==> src/rtl/mtrg_pkg.sv <==
package mtrg_pkg;

    localparam logic [9:0]  WORDS        = 10'd624;
    localparam logic [9:0]  IDX_LAST     = 10'd623;
    localparam logic [9:0]  SHIFT_DIST   = 10'd397;
    localparam logic [31:0] TWIST_XOR    = 32'h9908_b0df;
    localparam logic [31:0] SEED_MULT    = 32'd1812433253;
    localparam logic [31:0] DEFAULT_SEED = 32'd5489;
    localparam logic [31:0] TEMPER_B     = 32'h9d2c_5680;
    localparam logic [31:0] TEMPER_C     = 32'hefc6_0000;

    localparam logic CMD_DRAW   = 1'b0;
    localparam logic CMD_RESEED = 1'b1;

    typedef enum logic [3:0] {
        OP_NONE,
        OP_SEED_FIRST,
        OP_SEED_DFLT,
        OP_SEED_MUL,
        OP_SEED_ADD,
        OP_TW_PRIME,
        OP_TW_RD,
        OP_TW_WR,
        OP_DRAW_RD,
        OP_DRAW_OUT
    } t_dp_op;

    typedef struct packed {
        logic idx_last;
        logic pos_exhausted;
        logic out_busy;
    } t_dp_sts;

    typedef enum logic [3:0] {
        S_IDLE,
        S_SEED_MUL,
        S_SEED_ADD,
        S_TW_PRIME,
        S_TW_RD,
        S_TW_WR,
        S_DRAW_RD,
        S_DRAW_OUT
    } t_state;

endpackage

==> src/rtl/mtrg_ctrl.sv <==
module mtrg_ctrl (
    input  logic             i_clk,
    input  logic             i_rst_n,
    input  logic             i_valid,
    input  logic             i_command,
    input  mtrg_pkg::t_dp_sts i_sts,
    output logic             o_stall,
    output mtrg_pkg::t_dp_op o_op
);
    import mtrg_pkg::*;

    t_state r_state, n_state;
    logic   r_seeded, n_seeded;
    logic   r_draw_pend, n_draw_pend;

    always_ff @(posedge i_clk) begin
        if (!i_rst_n) begin
            r_state     <= S_IDLE;
            r_seeded    <= 1'b0;
            r_draw_pend <= 1'b0;
        end else begin
            r_state     <= n_state;
            r_seeded    <= n_seeded;
            r_draw_pend <= n_draw_pend;
        end
    end

    always_comb begin
        n_state     = r_state;
        n_seeded    = r_seeded;
        n_draw_pend = r_draw_pend;
        o_op        = OP_NONE;
        o_stall     = (r_state != S_IDLE);
        unique case (r_state)
            S_IDLE: begin
                if (i_valid) begin
                    if (i_command == CMD_RESEED) begin
                        o_op        = OP_SEED_FIRST;
                        n_seeded    = 1'b1;
                        n_draw_pend = 1'b0;
                        n_state     = S_SEED_MUL;
                    end else if (!r_seeded) begin
                        o_op        = OP_SEED_DFLT;
                        n_seeded    = 1'b1;
                        n_draw_pend = 1'b1;
                        n_state     = S_SEED_MUL;
                    end else if (i_sts.pos_exhausted) begin
                        o_op    = OP_TW_PRIME;
                        n_state = S_TW_RD;
                    end else begin
                        o_op    = OP_DRAW_RD;
                        n_state = S_DRAW_OUT;
                    end
                end
            end
            S_SEED_MUL: begin
                o_op    = OP_SEED_MUL;
                n_state = S_SEED_ADD;
            end
            S_SEED_ADD: begin
                o_op = OP_SEED_ADD;
                if (i_sts.idx_last) begin
                    n_state = r_draw_pend ? S_TW_PRIME : S_IDLE;
                end else begin
                    n_state = S_SEED_MUL;
                end
            end
            S_TW_PRIME: begin
                o_op    = OP_TW_PRIME;
                n_state = S_TW_RD;
            end
            S_TW_RD: begin
                o_op    = OP_TW_RD;
                n_state = S_TW_WR;
            end
            S_TW_WR: begin
                o_op    = OP_TW_WR;
                n_state = i_sts.idx_last ? S_DRAW_RD : S_TW_RD;
            end
            S_DRAW_RD: begin
                o_op    = OP_DRAW_RD;
                n_state = S_DRAW_OUT;
            end
            S_DRAW_OUT: begin
                if (!i_sts.out_busy) begin
                    o_op    = OP_DRAW_OUT;
                    n_state = S_IDLE;
                end
            end
            default: begin
                n_state = S_IDLE;
            end
        endcase
    end

endmodule

==> config.mk <==
export PLATFORM = sky130hd
export DESIGN_NAME = mtrg_ctrl
export DESIGN_NICKNAME = d
export VERILOG_FILES = /design/src/rtl/mtrg_pkg.sv /design/src/rtl/mtrg_ctrl.sv
export SDC_FILE = /design/constraint.sdc
export NUM_CORES = 1
export LEC_CHECK = 0
export ABC_AREA = 1
export BUFFER_PORTS_ARGS = -buffer_cell sky130_fd_sc_hd__buf_2
export CAP_MARGIN = 40
export CORE_AREA = 3 3 40 42
export CTS_BUF_LIST = sky130_fd_sc_hd__clkbuf_8
export DETAILED_ROUTE_END_ITERATION = 12
export DIE_AREA = 0 0 43 45
export PLACE_DENSITY = 0.55
export SLEW_MARGIN = 20
export SYNTH_ARGS = -nofsm -noshare
export SYNTH_HDL_FRONTEND = slang
export SYNTH_SLANG_ARGS = --single-unit
export TNS_END_PERCENT = 20
==> constraint.sdc <==
create_clock -name i_clk -period 1.4 [get_ports i_clk]
set_input_delay 0.07 -clock i_clk [delete_from_list [all_inputs] [get_ports i_clk]]
set_output_delay 0.07 -clock i_clk [all_outputs]
set_load 0.02 [all_outputs]
Word level (Yosys, flattened, before mapping)
Index checks and enable logic that the tools add are counted.

Flip-flop bits (word level): 6. Input bits: 7. Word-level logic and storage cells: 35. Output and inout bits: 5.

Equal/unequal tests: 10. Reduce and logical (&&, ||, !) cells: 5. Mux-type cells: 17.

Operators with widths (number): 4-bit one-hot mux with 8 select lines (2); 4-bit two-way mux (7); 4-bit by 3-bit == test with 1-bit output, second input constant (4); 4-bit by 2-bit == test with 1-bit output, second input constant (2); 2-bit two-way mux (4); 3-bit two-way mux (2); 2-bit != test, second input constant (3); 4-bit by 1-bit == test with 1-bit output, second input constant (1); 4-bit zero test (1); 2-bit AND reduction (2); 4-bit nonzero test (1); 3-bit AND reduction (1); 1-bit two-way mux (2).

Depth between registers and ports, before layout
Depth after elaboration: 5. Mapped depth: 8. Gate-level depth less buffers: 7.

Worst setup path after synthesis
OpenSTA, ideal clock, no wires.

Path kind: register -> output. Start: reg r_state[1]. End: out o_op[0]. Path buffers: 1. Cell stages (with the launch flop): 5. Required time: 1330 ps. Path slack: 140 ps. Data arrival time: 1190 ps. Cells stage by stage: dfxtp_1 -> buf_4 -> nor2_4 -> nand3_2 -> o21ai_0.

Cells in the longest elaborated chain, start to end: 2. Elaborated cells between the ends (all ways): 9. Classes of those cells: eq/ne: 7; mux: 1; reduce/logical: 1.

Ends and longest elaborated chain: start, declared (RTL line mtrg_ctrl.sv:12) `t_state r_state, n_state;`; start signal, assigned (RTL line mtrg_ctrl.sv:22) `r_state <= n_state;`; 4-bit by 3-bit == test with 1-bit output (tied with other cells) (RTL line mtrg_ctrl.sv:34) `unique case (r_state)`; 4-bit one-hot mux with 8 select lines (*) (RTL line mtrg_ctrl.sv:34); end, declared (RTL line mtrg_ctrl.sv:8) `output mtrg_pkg::t_dp_op o_op`.

Mark *: on every way between the ends. The rest lies on a longest branch, timed or not.

Final worst setup path
Start: reg r_state[0]. End: out o_op[1].

Same word-level chain as after synthesis.

==> flow_metrics.tcl <==
set metrics [dict create \
    run_status "finished, final reports clean" \
    setup_total_negative_slack_ns 0 \
    count_of_port_buffers_added_during_placement 11 \
    floorplan.io_pins 12 \
    final-max-slew-violation-count 0 \
    remaining_drc_errors 0 \
    routed_wire_length_per_instance_um 10.4 \
    synthesized_nets 70 \
    setup-violations-final 0 \
    crit_path_end_kind "output port" \
    transition_at_the_pin_with_the_smallest_max_transition_slack_ns 0.179 \
    detailroute.via_count 465 \
    critPathRequiredTime_ns 1.33 \
    fin_crit_sh 0.927 \
    crit_path_start_kind "register" \
    critical_path_peak_fanout 7 \
    synthesis.yosys.warnings 0 \
    period_minus_slack_ns 1.30 \
    drt_iter0_drc 13 \
    design.die.area_um2 1940 \
    die_height_um 45 \
    hp-class "primary input to register" \
    layout.nets 88 \
    final.setup_skew_ns 0.00297 \
    cts_tree "yes" \
    finalHoldWorstSlack_ns 0.0919 \
    synth.yosys.seq_area_share 0.251 \
    timing.slew.headroom 0.879 \
    antennaDiodeCount 0 \
    clock-sinks 5 \
    clock_insertion_delay_worst_skew_ns 0.22 \
    grtUsageTotal 0.112 \
    clk_transition_reported_paths_ns 0.04 \
    timing.setup.critical_path_class "register to output port" \
    via_to_cell_ratio 4.89 \
    max_root_sink_buffers 2 \
    synthToLayoutAreaGrowth_pct 37.6 \
    ctsHtreeMaxLevel 1 \
    die_width_um 43 \
    power-per-cell-area_nw_per_um2 1470 \
    ant_nets 0 \
    core_area_um2 1280 \
    dr.pass1.iters 4 \
    global_route.overflow_total 0 \
    p_leak_uw 0.000268 \
    netlist_instances 63 \
    synth-seq-cells 5 \
    initial_core_util 0.311 \
    antenna_found_initial 0 \
    clock-root-buffer "clkbuf_8" \
    dp_hpwl_um 781 \
    grt_pass1_vias 405 \
    grt_pass1_wl_mm 1.59 \
    rsz0062_at_grt "no" \
    arrival_time_of_the_worst_setup_path_ns 1.23 \
    max-cap-violations 0 \
    final_layout_size_suffix_gt1_frac 0.413 \
    max_freq_ghz 0.771 \
    ys_types 17 \
    total_routed_length_um 984 \
    gp_routability_congestion 0.826 \
    hold_buffers 0 \
    num_rows 13 \
    vdd_ir_drop_max_uv 624 \
    finalHoldViolations 0 \
    grt_max_degree 9 \
    netlist_area_um2 399 \
    syn_avg_cell_area_um2 6.34 \
    tritoncts.num_buffers 3 \
]
layer usage:
metal | routed length [um] | track usage | share of wire
met1 | 406 | 0.116 | 0.41
met2 | 478 | 0.201 | 0.49
met3 | 90 | 0.0558 | 0.091
met4 | 8 | 0.0361 | 0.0081
met5 | 0 | 0 | 0
cell families (layout without fill, tap and decap cells):
| family | Yosys count | after routing | share of synthesized area |
|---|---|---|---|
| flops | 5 | 5 | 0.251 |
| simple gates | 33 | 33 | 0.429 |
| compound gates | 14 | 14 | 0.207 |
| buf+inv | 11 | 28 | 0.113 |
per-stage QoR:
step / std cells / utilization / setup WS [ns] / cell area, um2 / total power, uW
2_1_floorplan: 63 / - / 0.140 / 399 / 430
3_3_place_gp: 88 / 0.362 / 0.132 / 465 / 513
3_5_place_dp: 88 / 0.362 / 0.132 / 465 / 514
4_1_cts: 95 / 0.417 / 0.0173 / 536 / 799
5_1_grt: 95 / 0.427 / 0.0103 / 549 / 871
6_report: 95 / 0.427 / 0.103 / 549 / 808
synthesized netlist by cell type:
library cell  instances  area share
inv_2                 2       0.019
nand2_4               1       0.028
nor2_1                3       0.028
nor2_4                1       0.028
nand3_1               9        0.11
nand2_1              12        0.11
inv_1                 8       0.075
nor2_2                2       0.031
o211ai_1              2       0.038
buf_4                 1       0.019
dfxtp_1               5        0.25
a21oi_1               5       0.063
o21ai_0               5       0.063
nand3_2               1       0.025
nand2_2               4       0.063
o21ai_2               1       0.022
a21oi_2               1       0.022
path summary, 6_finish.rpt:
kind | startpoint | end | slack, ns | cells after the start
worst max-delay path | r_state[0]$_SDFFE_PN0P_ | o_op[1] | 0.10 | 6
worst max register to register | r_state[0]$_SDFFE_PN0P_ | r_state[1]$_SDFFE_PN0P_ | 0.25 | 8
worst min register to register | r_draw_pend$_SDFFE_PN0P_ | r_draw_pend$_SDFFE_PN0P_ | 0.51 | 2
worst min-delay path | i_rst_n | r_state[2]$_SDFFE_PN0P_ | 0.09 | 3
sequential cells by signal (all words and copies together), names as in the netlist:
signal / cells
r_state: 3
r_draw_pend: 1
r_seeded: 1
area by class of cell:
| type | instances | area [um2] |
|---|---|---|
| repair buffers | 14 | 80.1 |
| fillers | 140 | 736 |
| multi-input cells | 47 | 262 |
| flip-flops and latches | 5 | 106 |
| clock buffers | 3 | 41.3 |
| clock inverters | 1 | 3.75 |
| inverters | 10 | 37.5 |
| well taps | 15 | 18.8 |
cells in the final DEF (no fill, tap or decap), types with 3 or more instances in the layout:
cell       n
nand2_1   12
buf_2     10
inv_1      9
nand3_1    9
a21oi_1    5
o21ai_0    4
nand2_2    4
buf_4      4
nor2_1     3
clkbuf_8   3
timing repair:
action	4_1_cts	5_1_grt
setup buffers	3	0
pin swaps	1	1
endpoints found under the setup margin	4	3
resized for setup	2	5
power by group:
part	total [uW]	internal [uW]	leakage, uW	switching, uW
clock	255	188	0.0000269	67.4
combinational	344	136	0.000198	208
sequential	210	171	0.0000426	39.2
total	808	494	0.000268	314
critical path: stages (launching register included):
cell	delay, ns
dfxtp_4	0.36
nor2_4	0.14
nand3_4	0.11
nor2_2	0.09
nand2_1	0.08
o21ai_1	0.08
buf_4	0.15
Note: power is estimated with default switching activity, not from simulation.
